--- config.mk ---
export PLATFORM = sky130hd
export DESIGN_NAME = rms_level_meter_flat
export DESIGN_NICKNAME = d
export VERILOG_FILES = /design/src/design/rlm_pkg.sv /design/src/design/rlm_if.sv /design/src/design/rms_level_meter.sv /design/src/design/rlm_sub_unit.sv /design/src/flat_wrapper.sv
export SDC_FILE = /design/constraint.sdc
export NUM_CORES = 1
export LEC_CHECK = 0
export BUFFER_PORTS_ARGS = -buffer_cell sky130_fd_sc_hd__buf_2
export CAP_MARGIN = 0
export CORE_ASPECT_RATIO = 1.25
export CORE_MARGIN = 1.5
export CORE_UTILIZATION = 65
export DETAILED_ROUTE_END_ITERATION = 10
export PLACE_DENSITY = 0.82
export SETUP_SLACK_MARGIN = 0.05
export SYNTH_ARGS = -nofsm -noshare
export SYNTH_HDL_FRONTEND = slang
export SYNTH_SLANG_ARGS = --single-unit
--- constraint.sdc ---
create_clock -name clk -period 6.99 [get_ports clk]
set_input_delay 0.3495 -clock clk [delete_from_list [all_inputs] [get_ports clk]]
set_output_delay 0.3495 -clock clk [all_outputs]
set_load 0.02 [all_outputs]
--- src/design/rlm_pkg.sv ---
package rlm_pkg;

  // Fixed field widths of the sample and result words
  localparam int SAMPLE_W = 16;
  localparam int LEVEL_W  = 16;

endpackage

--- src/design/rlm_if.sv ---
// Sample stream: one signed sample per word, last marks the end of a run
interface rlm_in_if;
  logic                           valid;
  logic                           ready;
  logic [rlm_pkg::SAMPLE_W-1:0]   sample;
  logic                           last;

  modport source (output valid, output sample, output last, input ready);
  modport sink   (input valid, input sample, input last, output ready);
endinterface

// Result stream: one level word per run
interface rlm_out_if;
  logic                           valid;
  logic                           ready;
  logic [rlm_pkg::LEVEL_W-1:0]    level;
  logic                           overflow;

  modport source (output valid, output level, output overflow, input ready);
  modport sink   (input valid, input level, input overflow, output ready);
endinterface

--- src/design/rms_level_meter.sv ---
// rms_level_meter: root mean square level of a run of signed samples.
//
// Input channel in_ch carries one sample word (sample, last). The low
// SAMPLE_BITS bits of sample are taken as a signed value. Each accepted word
// adds the exact square of its sample to an accumulator and bumps a count;
// after MAX_LEN samples further ones are dropped and overflow is flagged.
// The word marked last closes the run: the block then produces one result
// word on out_ch, level = floor(sqrt(floor(sum / count))), plus overflow.
//
// Sequence: a word without last is accepted, then squared and accumulated.
// A last word is handled the same way and then passes a load step, a restoring
// divide with one quotient bit a cycle, then a digit-by-digit square root with
// one root bit a cycle, both on one shared subtractor, before its result is
// registered. in_ch.ready is high only while the sequencer is idle.
// The result sits in an output register; a stalled receiver does not stop
// the next run from being accumulated, only the hand-off of the next result.
// Reset (synchronous, rst_n low) clears the sum, count, overflow flag,
// sequencer and output valid.
module rms_level_meter #(
  parameter int MAX_LEN     = 65536,
  parameter int SAMPLE_BITS = 16
) (
  input  logic            clk,
  input  logic            rst_n,
  rlm_in_if.sink          in_ch,
  rlm_out_if.source       out_ch
);

  localparam int SB     = SAMPLE_BITS;
  localparam int CNT_W  = $clog2(MAX_LEN + 1);
  localparam int Q_W    = 2 * SB - 1;
  localparam int SUM_W  = Q_W + CNT_W;
  localparam int U_W    = (CNT_W + 1 > SB + 2) ? CNT_W + 1 : SB + 2;
  localparam int R_W    = U_W - 1;
  localparam int STEP_W = $clog2(Q_W);

  typedef enum logic [2:0] {
    ST_IDLE,
    ST_ACC,
    ST_LOAD,
    ST_DIV,
    ST_SQRT,
    ST_DONE
  } state_t;

  state_t                       state_r;
  logic [SB-1:0]                mag_r;
  logic                         last_r;
  logic [SUM_W-1:0]             sum_r;
  logic [CNT_W-1:0]             cnt_r;
  logic                         ovf_r;
  logic [R_W-1:0]               rem_r;
  logic [Q_W-1:0]               q_r;
  logic [2*SB-1:0]              rad_r;
  logic [SB-1:0]                root_r;
  logic [STEP_W-1:0]            step_r;
  logic                         out_valid_r;
  logic [rlm_pkg::LEVEL_W-1:0]  out_level_r;
  logic                         out_ovf_r;

  logic [SB-1:0]                raw;
  logic [SB-1:0]                mag;
  logic [2*SB-1:0]              sq;
  logic [U_W-1:0]               sub_a;
  logic [U_W-1:0]               sub_b;
  logic [U_W-1:0]               sub_diff;
  logic                         sub_ge;
  logic                         in_fire;
  logic                         room;

  // Magnitude of the incoming sample; the most negative value maps to 2^(SB-1)
  assign raw     = in_ch.sample[SB-1:0];
  assign mag     = raw[SB-1] ? (~raw + SB'(1)) : raw;
  assign sq      = mag_r * mag_r;
  assign in_fire = in_ch.valid && in_ch.ready;
  assign room    = !out_valid_r || out_ch.ready;

  // Route operands to the shared subtractor
  always_comb begin
    case (state_r)
      ST_DIV: begin
        sub_a = U_W'({rem_r[CNT_W-1:0], q_r[Q_W-1]});
        sub_b = U_W'(cnt_r);
      end
      ST_SQRT: begin
        sub_a = U_W'({rem_r[SB-1:0], rad_r[2*SB-1 -: 2]});
        sub_b = U_W'({root_r, 2'b01});
      end
      default: begin
        sub_a = '0;
        sub_b = '0;
      end
    endcase
  end

  rlm_sub_unit #(
    .W (U_W)
  ) u_sub (
    .a    (sub_a),
    .b    (sub_b),
    .diff (sub_diff),
    .ge   (sub_ge)
  );

  // Sequencer, datapath registers and output register
  always_ff @(posedge clk) begin
    if (!rst_n) begin
      state_r     <= ST_IDLE;
      sum_r       <= '0;
      cnt_r       <= '0;
      ovf_r       <= 1'b0;
      out_valid_r <= 1'b0;
    end else begin
      // Drop the result word once taken, unless a new one is loaded now
      if (out_valid_r && out_ch.ready && (state_r != ST_DONE)) begin
        out_valid_r <= 1'b0;
      end
      case (state_r)
        ST_IDLE: begin
          if (in_fire) begin
            last_r <= in_ch.last;
            mag_r  <= mag;
            if (cnt_r < CNT_W'(MAX_LEN)) begin
              state_r <= ST_ACC;
            end else begin
              ovf_r <= 1'b1;
              if (in_ch.last) begin
                state_r <= ST_LOAD;
              end
            end
          end
        end
        ST_ACC: begin
          sum_r   <= sum_r + SUM_W'(sq);
          cnt_r   <= cnt_r + CNT_W'(1);
          state_r <= last_r ? ST_LOAD : ST_IDLE;
        end
        ST_LOAD: begin
          // Top bits of the sum stay below the count, so they seed the remainder
          rem_r   <= R_W'(sum_r[SUM_W-1 -: CNT_W]);
          q_r     <= sum_r[Q_W-1:0];
          step_r  <= '0;
          state_r <= ST_DIV;
        end
        ST_DIV: begin
          q_r   <= {q_r[Q_W-2:0], sub_ge};
          if (step_r == STEP_W'(Q_W - 1)) begin
            rad_r   <= {1'b0, q_r[Q_W-2:0], sub_ge};
            rem_r   <= '0;
            root_r  <= '0;
            step_r  <= '0;
            state_r <= ST_SQRT;
          end else begin
            rem_r  <= R_W'(sub_ge ? sub_diff[CNT_W-1:0] : sub_a[CNT_W-1:0]);
            step_r <= step_r + STEP_W'(1);
          end
        end
        ST_SQRT: begin
          rem_r  <= R_W'(sub_ge ? sub_diff[SB:0] : sub_a[SB:0]);
          root_r <= {root_r[SB-2:0], sub_ge};
          rad_r  <= {rad_r[2*SB-3:0], 2'b00};
          if (step_r == STEP_W'(SB - 1)) begin
            state_r <= ST_DONE;
          end else begin
            step_r <= step_r + STEP_W'(1);
          end
        end
        ST_DONE: begin
          // Hand off the level and start a fresh run
          if (room) begin
            out_valid_r <= 1'b1;
            out_level_r <= rlm_pkg::LEVEL_W'(root_r);
            out_ovf_r   <= ovf_r;
            sum_r       <= '0;
            cnt_r       <= '0;
            ovf_r       <= 1'b0;
            state_r     <= ST_IDLE;
          end
        end
        default: begin
          state_r <= ST_IDLE;
        end
      endcase
    end
  end

  assign in_ch.ready     = (state_r == ST_IDLE);
  assign out_ch.valid    = out_valid_r;
  assign out_ch.level    = out_level_r;
  assign out_ch.overflow = out_ovf_r;

  // Count never runs past the run limit
  a_cnt_limit: assert property (@(posedge clk) disable iff (!rst_n)
    cnt_r <= CNT_W'(MAX_LEN))
    else $error("sample count above limit");

  // Divide never starts with an empty count
  a_div_nonzero: assert property (@(posedge clk) disable iff (!rst_n)
    (state_r == ST_DIV) |-> (cnt_r != '0))
    else $error("divide by zero count");

  // Partial remainder stays below the divisor
  a_div_rem: assert property (@(posedge clk) disable iff (!rst_n)
    (state_r == ST_DIV) |-> (CNT_W'(rem_r) < cnt_r))
    else $error("divide remainder out of range");

  // A new result only comes out of the final state
  a_out_src: assert property (@(posedge clk) disable iff (!rst_n)
    $rose(out_valid_r) |-> $past(state_r == ST_DONE))
    else $error("result raised outside done state");

endmodule

--- src/design/rlm_sub_unit.sv ---
// Shared subtract and compare: diff = a - b, ge = (a >= b)
module rlm_sub_unit #(
  parameter int W = 18
) (
  input  logic [W-1:0] a,
  input  logic [W-1:0] b,
  output logic [W-1:0] diff,
  output logic         ge
);

  logic [W:0] full;

  // Extend by one bit so the top bit is the borrow
  assign full = {1'b0, a} - {1'b0, b};
  assign diff = full[W-1:0];
  assign ge   = ~full[W];

endmodule

--- src/flat_wrapper.sv ---
// flat-port wrapper written by rule: the top's interface ports become plain ports
module rms_level_meter_flat 
#(
  parameter int MAX_LEN     = 65536,
  parameter int SAMPLE_BITS = 16
)
  (clk, rst_n, in_ch_valid, in_ch_sample, in_ch_last, in_ch_ready, out_ch_valid, out_ch_level, out_ch_overflow, out_ch_ready);
  rlm_in_if in_ch_i ();
  rlm_out_if out_ch_i ();
  input  logic clk;
  input  logic rst_n;
  input wire logic [$bits(in_ch_i.valid)-1:0] in_ch_valid;
  input wire logic [$bits(in_ch_i.sample)-1:0] in_ch_sample;
  input wire logic [$bits(in_ch_i.last)-1:0] in_ch_last;
  output wire logic [$bits(in_ch_i.ready)-1:0] in_ch_ready;
  output wire logic [$bits(out_ch_i.valid)-1:0] out_ch_valid;
  output wire logic [$bits(out_ch_i.level)-1:0] out_ch_level;
  output wire logic [$bits(out_ch_i.overflow)-1:0] out_ch_overflow;
  input wire logic [$bits(out_ch_i.ready)-1:0] out_ch_ready;
  assign in_ch_i.valid = in_ch_valid;
  assign in_ch_i.sample = in_ch_sample;
  assign in_ch_i.last = in_ch_last;
  assign in_ch_ready = in_ch_i.ready;
  assign out_ch_valid = out_ch_i.valid;
  assign out_ch_level = out_ch_i.level;
  assign out_ch_overflow = out_ch_i.overflow;
  assign out_ch_i.ready = out_ch_ready;
  rms_level_meter #(.MAX_LEN(MAX_LEN), .SAMPLE_BITS(SAMPLE_BITS)) u_core (.clk(clk), .rst_n(rst_n), .in_ch(in_ch_i), .out_ch(out_ch_i));
endmodule
==> metrics.txt <==
global-route wire length before repair=67.30 mm; worst hold path class=in2reg; row cnt=68; Die W=153.2 um; # port buffers=39; antenna viol nets, final=0; fillers=2100; Max Slew Vio Count=0; final worst setup slack=0.3969 ns; drt pass-1 iters=9; DR WL/cell=17.14 um; RD Place Congestion=0.9242; Worst Path Max Fanout=12; Leak=0.009160 uW; Tcrit/Tclk final=0.9432; Final setup violation count=0; Seq/Total Area, Yosys=0.2978; CTS max path bufs=3; Setup crit end kind=flip-flop; Logic pwr share=0.731; failing checks=DRC; Clock transition at path regs=0.07 ns; Synth cell types=78; data required time of the worst path=7.40 ns; synthesized area=0.01832 mm^2; Sw Share=0.4947; CP Class=reg2reg; layout cell share with drive strength beyond 1=0.08151; core area=0.02765 mm^2; CTS tree=built; PwrDens=482.0 mW/mm^2; DR iter-0 viols=724; Max-Cap Viols=0; area grow syn2layout=7.745%; Clock Skew=0.03446 ns; ys async rst share=0; sequential share of power=0.149; setup repair after global routing missed its margin=no; Synth Instances=1961; Peak VDD IR=0.0005174 V; final hold violation count=0; number of synthesized flops with an enable pin=135; Internal=4808 uW; Final min period=6.593 ns; Seq cells post-synth=205; Post-Route WL=40.47 mm; ys flop type=edfxtp_1; Initial Util=0.6625; Switch Pwr=4707 uW; # clock sinks=205; Post-route DRC=5; diode count=0; largest net degree at the start of global routing=61; number of global-route vias before repair=14178; Relative slew margins=0.2058; Via Count=13580; Top Ports=40; Placement Setup Slack=0.1654 ns; FMAX=0.1517 GHz; clock network fraction of total power=0.120; Die Area=0.02921 mm^2; Worst Setup Start Kind=flip-flop; syn_nets=2310; Skew-Pair Late Insertion Delay=0.51 ns; GRT Util Overall=0.2868; synthesized area per cell=9.342 um^2; total gr overflow=0; run status=complete, but fails checks; setup TNS=0 ns; vias per cell=5.749; nets=2346; Fin Hold WS=0.04349 ns; CTS Buf Count=21; critical path arrival=7.01 ns; die height=190.7 um; Worst Max-Slew Pin Slew=1.191 ns; clock root cell=clkbuf_16; H-tree Lvls=1; initial antenna violation count=0; DP HPWL=31.78 mm; CTS Hold Bufs=0; Yosys warnings=0
[power by group through the flow]
stage                     registers [uW]  logic, uW  clock network [uW]
final                               1420       6960                1140
after CTS                           1430       6830                1150
after global placement              1450       6660                   0
after detailed placement            1460       6800                   0
after floorplan                     1420       5440                   0
after global routing                1430       7880                1190
[per-layer routing]
metal,global-route usage,wire length (um),vias to the layer above
met4,0.1357,1802,0
li1,-,-,6422
met3,0.02409,1669,113
met5,0,0,-
met2,0.5406,21130,409
met1,0.3286,15870,6636
[cell usage in the layout (no fill, tap or decap), drive strengths merged, types with 14 or more instances in the layout]
| cell | synthesis | layout |
|---|---|---|
| xor2 | 28 | 28 |
| clkbuf | 57 | 26 |
| a22o | 16 | 16 |
| xnor2 | 56 | 56 |
| edfxtp | 135 | 135 |
| buf | 19 | 89 |
| a22oi | 17 | 17 |
| nand2 | 319 | 319 |
| fa | 195 | 195 |
| a21o | 18 | 18 |
| inv | 363 | 365 |
| and3 | 32 | 32 |
| nor3 | 19 | 19 |
| and2 | 57 | 57 |
| o21ai | 81 | 81 |
| ha | 133 | 133 |
| nor2 | 65 | 65 |
| dfxtp | 70 | 70 |
| nand4 | 14 | 14 |
| nor2b | 29 | 29 |
| nand3 | 28 | 28 |
| a21oi | 72 | 72 |
[sequential cells by signal, summed over array words and instances, names as in the netlist]
register	cells
u_core.sum_r	48
u_core.rad_r	32
u_core.q_r	31
u_core.cnt_r	17
u_core.rem_r	17
u_core.mag_r	16
u_core.out_ch.level	16
u_core.root_r	16
u_core.step_r	5
u_core.state_r	3
u_core.last_r	1
u_core.out_ch.overflow	1
u_core.out_ch.valid	1
u_core.ovf_r	1
[cell usage after synthesis (7+ instances only)]
library cell  count  area, um^2
a21boi_0          7       52.55
a21o_1           17       127.6
a21oi_1          67       335.3
a22o_1           16       140.1
a22oi_1          17       127.6
a31oi_1           7       43.79
and2_1           57       356.6
and3_1           31       193.9
buf_2            11       55.05
clkbuf_1         56       210.2
dfxtp_1          70        1401
edfxtp_1        135        4054
fa_1            195        3904
ha_1            133        1664
inv_1           363        1363
nand2_1         319        1197
nand2b_1          9       56.30
nand3_1          28       140.1
nand4_1          13       81.33
nor2_1           65       244.0
nor2b_1          29       181.4
nor3_1           17       85.08
o21a_1           11       82.58
o21ai_0          74       370.4
o21ai_1           7       35.03
o31ai_1          10       75.07
or3_1             9       56.30
xnor2_1          56       490.5
xor2_1           28       245.2
[critical path: stages (launching register included)]
cell and delay [ns]:
edfxtp_1 0.49, buf_4 0.24, nand2_1 0.12, inv_1 0.06, fa_1 0.48, inv_1 0.05, fa_1 0.46, fa_1 0.49
fa_1 0.49, inv_1 0.05, fa_1 0.53, inv_1 0.05, fa_1 0.53, inv_1 0.04, ha_1 0.37, a21oi_2 0.31
a21boi_0 0.13, o21ai_0 0.35, o2111ai_2 0.29, a21oi_1 0.31, buf_4 0.20, nor2_1 0.06, a31o_2 0.26, a21oi_1 0.11
[kinds of logic (layout without fill, tap and decap cells)]
logic type | count (synthesis) | in the layout | synth area share
XOR/XNOR | 84 | 84 | 0.04016
adder cells (fa/ha/maj) | 328 | 328 | 0.3039
AND/OR/NAND/NOR | 600 | 600 | 0.1531
buffers and inverters | 439 | 490 | 0.09159
flip-flops | 205 | 205 | 0.2978
multiplexers | 6 | 6 | 0.003415
AO/OA/AOI/OAI | 299 | 299 | 0.1100
[what timing repair did]
item                                    CTS  global route
endpoints found under the hold margin     0             0
gates resized for setup                   0             3
endpoints found under the setup margin    0            17
buffers inserted                          0            30
[metrics by stage]
step	power, uW	std cells	utilization	area [um^2]
3_3_place_gp	8113	2294	0.6797	18790
6_report	9514	2362	0.7138	19740
4_1_cts	9410	2332	0.7052	19500
2_1_floorplan	6863	1961	-	18320
5_1_grt	10500	2362	0.7138	19740
3_5_place_dp	8252	2294	0.6797	18790
[area by class of cell]
class / count / area, um^2 / share of cell area
clock inverter: 12 / 132.6 / 0.006719
sequential: 205 / 5455 / 0.2764
multi-input combinational: 1317 / 11200 / 0.5677
inverter: 363 / 1363 / 0.06903
timing repair buffer: 89 / 570.5 / 0.02891
clock buffer: 26 / 574.3 / 0.02910
tap: 350 / 437.9 / 0.02219
[final timing paths]
| check | end | startpoint | slack, ns | depth (start not counted) |
|---|---|---|---|---|
| setup / recovery | u_core.sum_r[46] | u_core.mag_r[3] | 0.40 | 23 |
| hold / removal | u_core.last_r | in_ch_last | 0.04 | 1 |
| setup reg to reg | u_core.sum_r[46] | u_core.mag_r[3] | 0.40 | 23 |
| hold reg to reg | u_core.out_ch.level[11] | u_core.root_r[11] | 0.43 | 0 |
No activity file was read; power rests on OpenSTA's default activity.
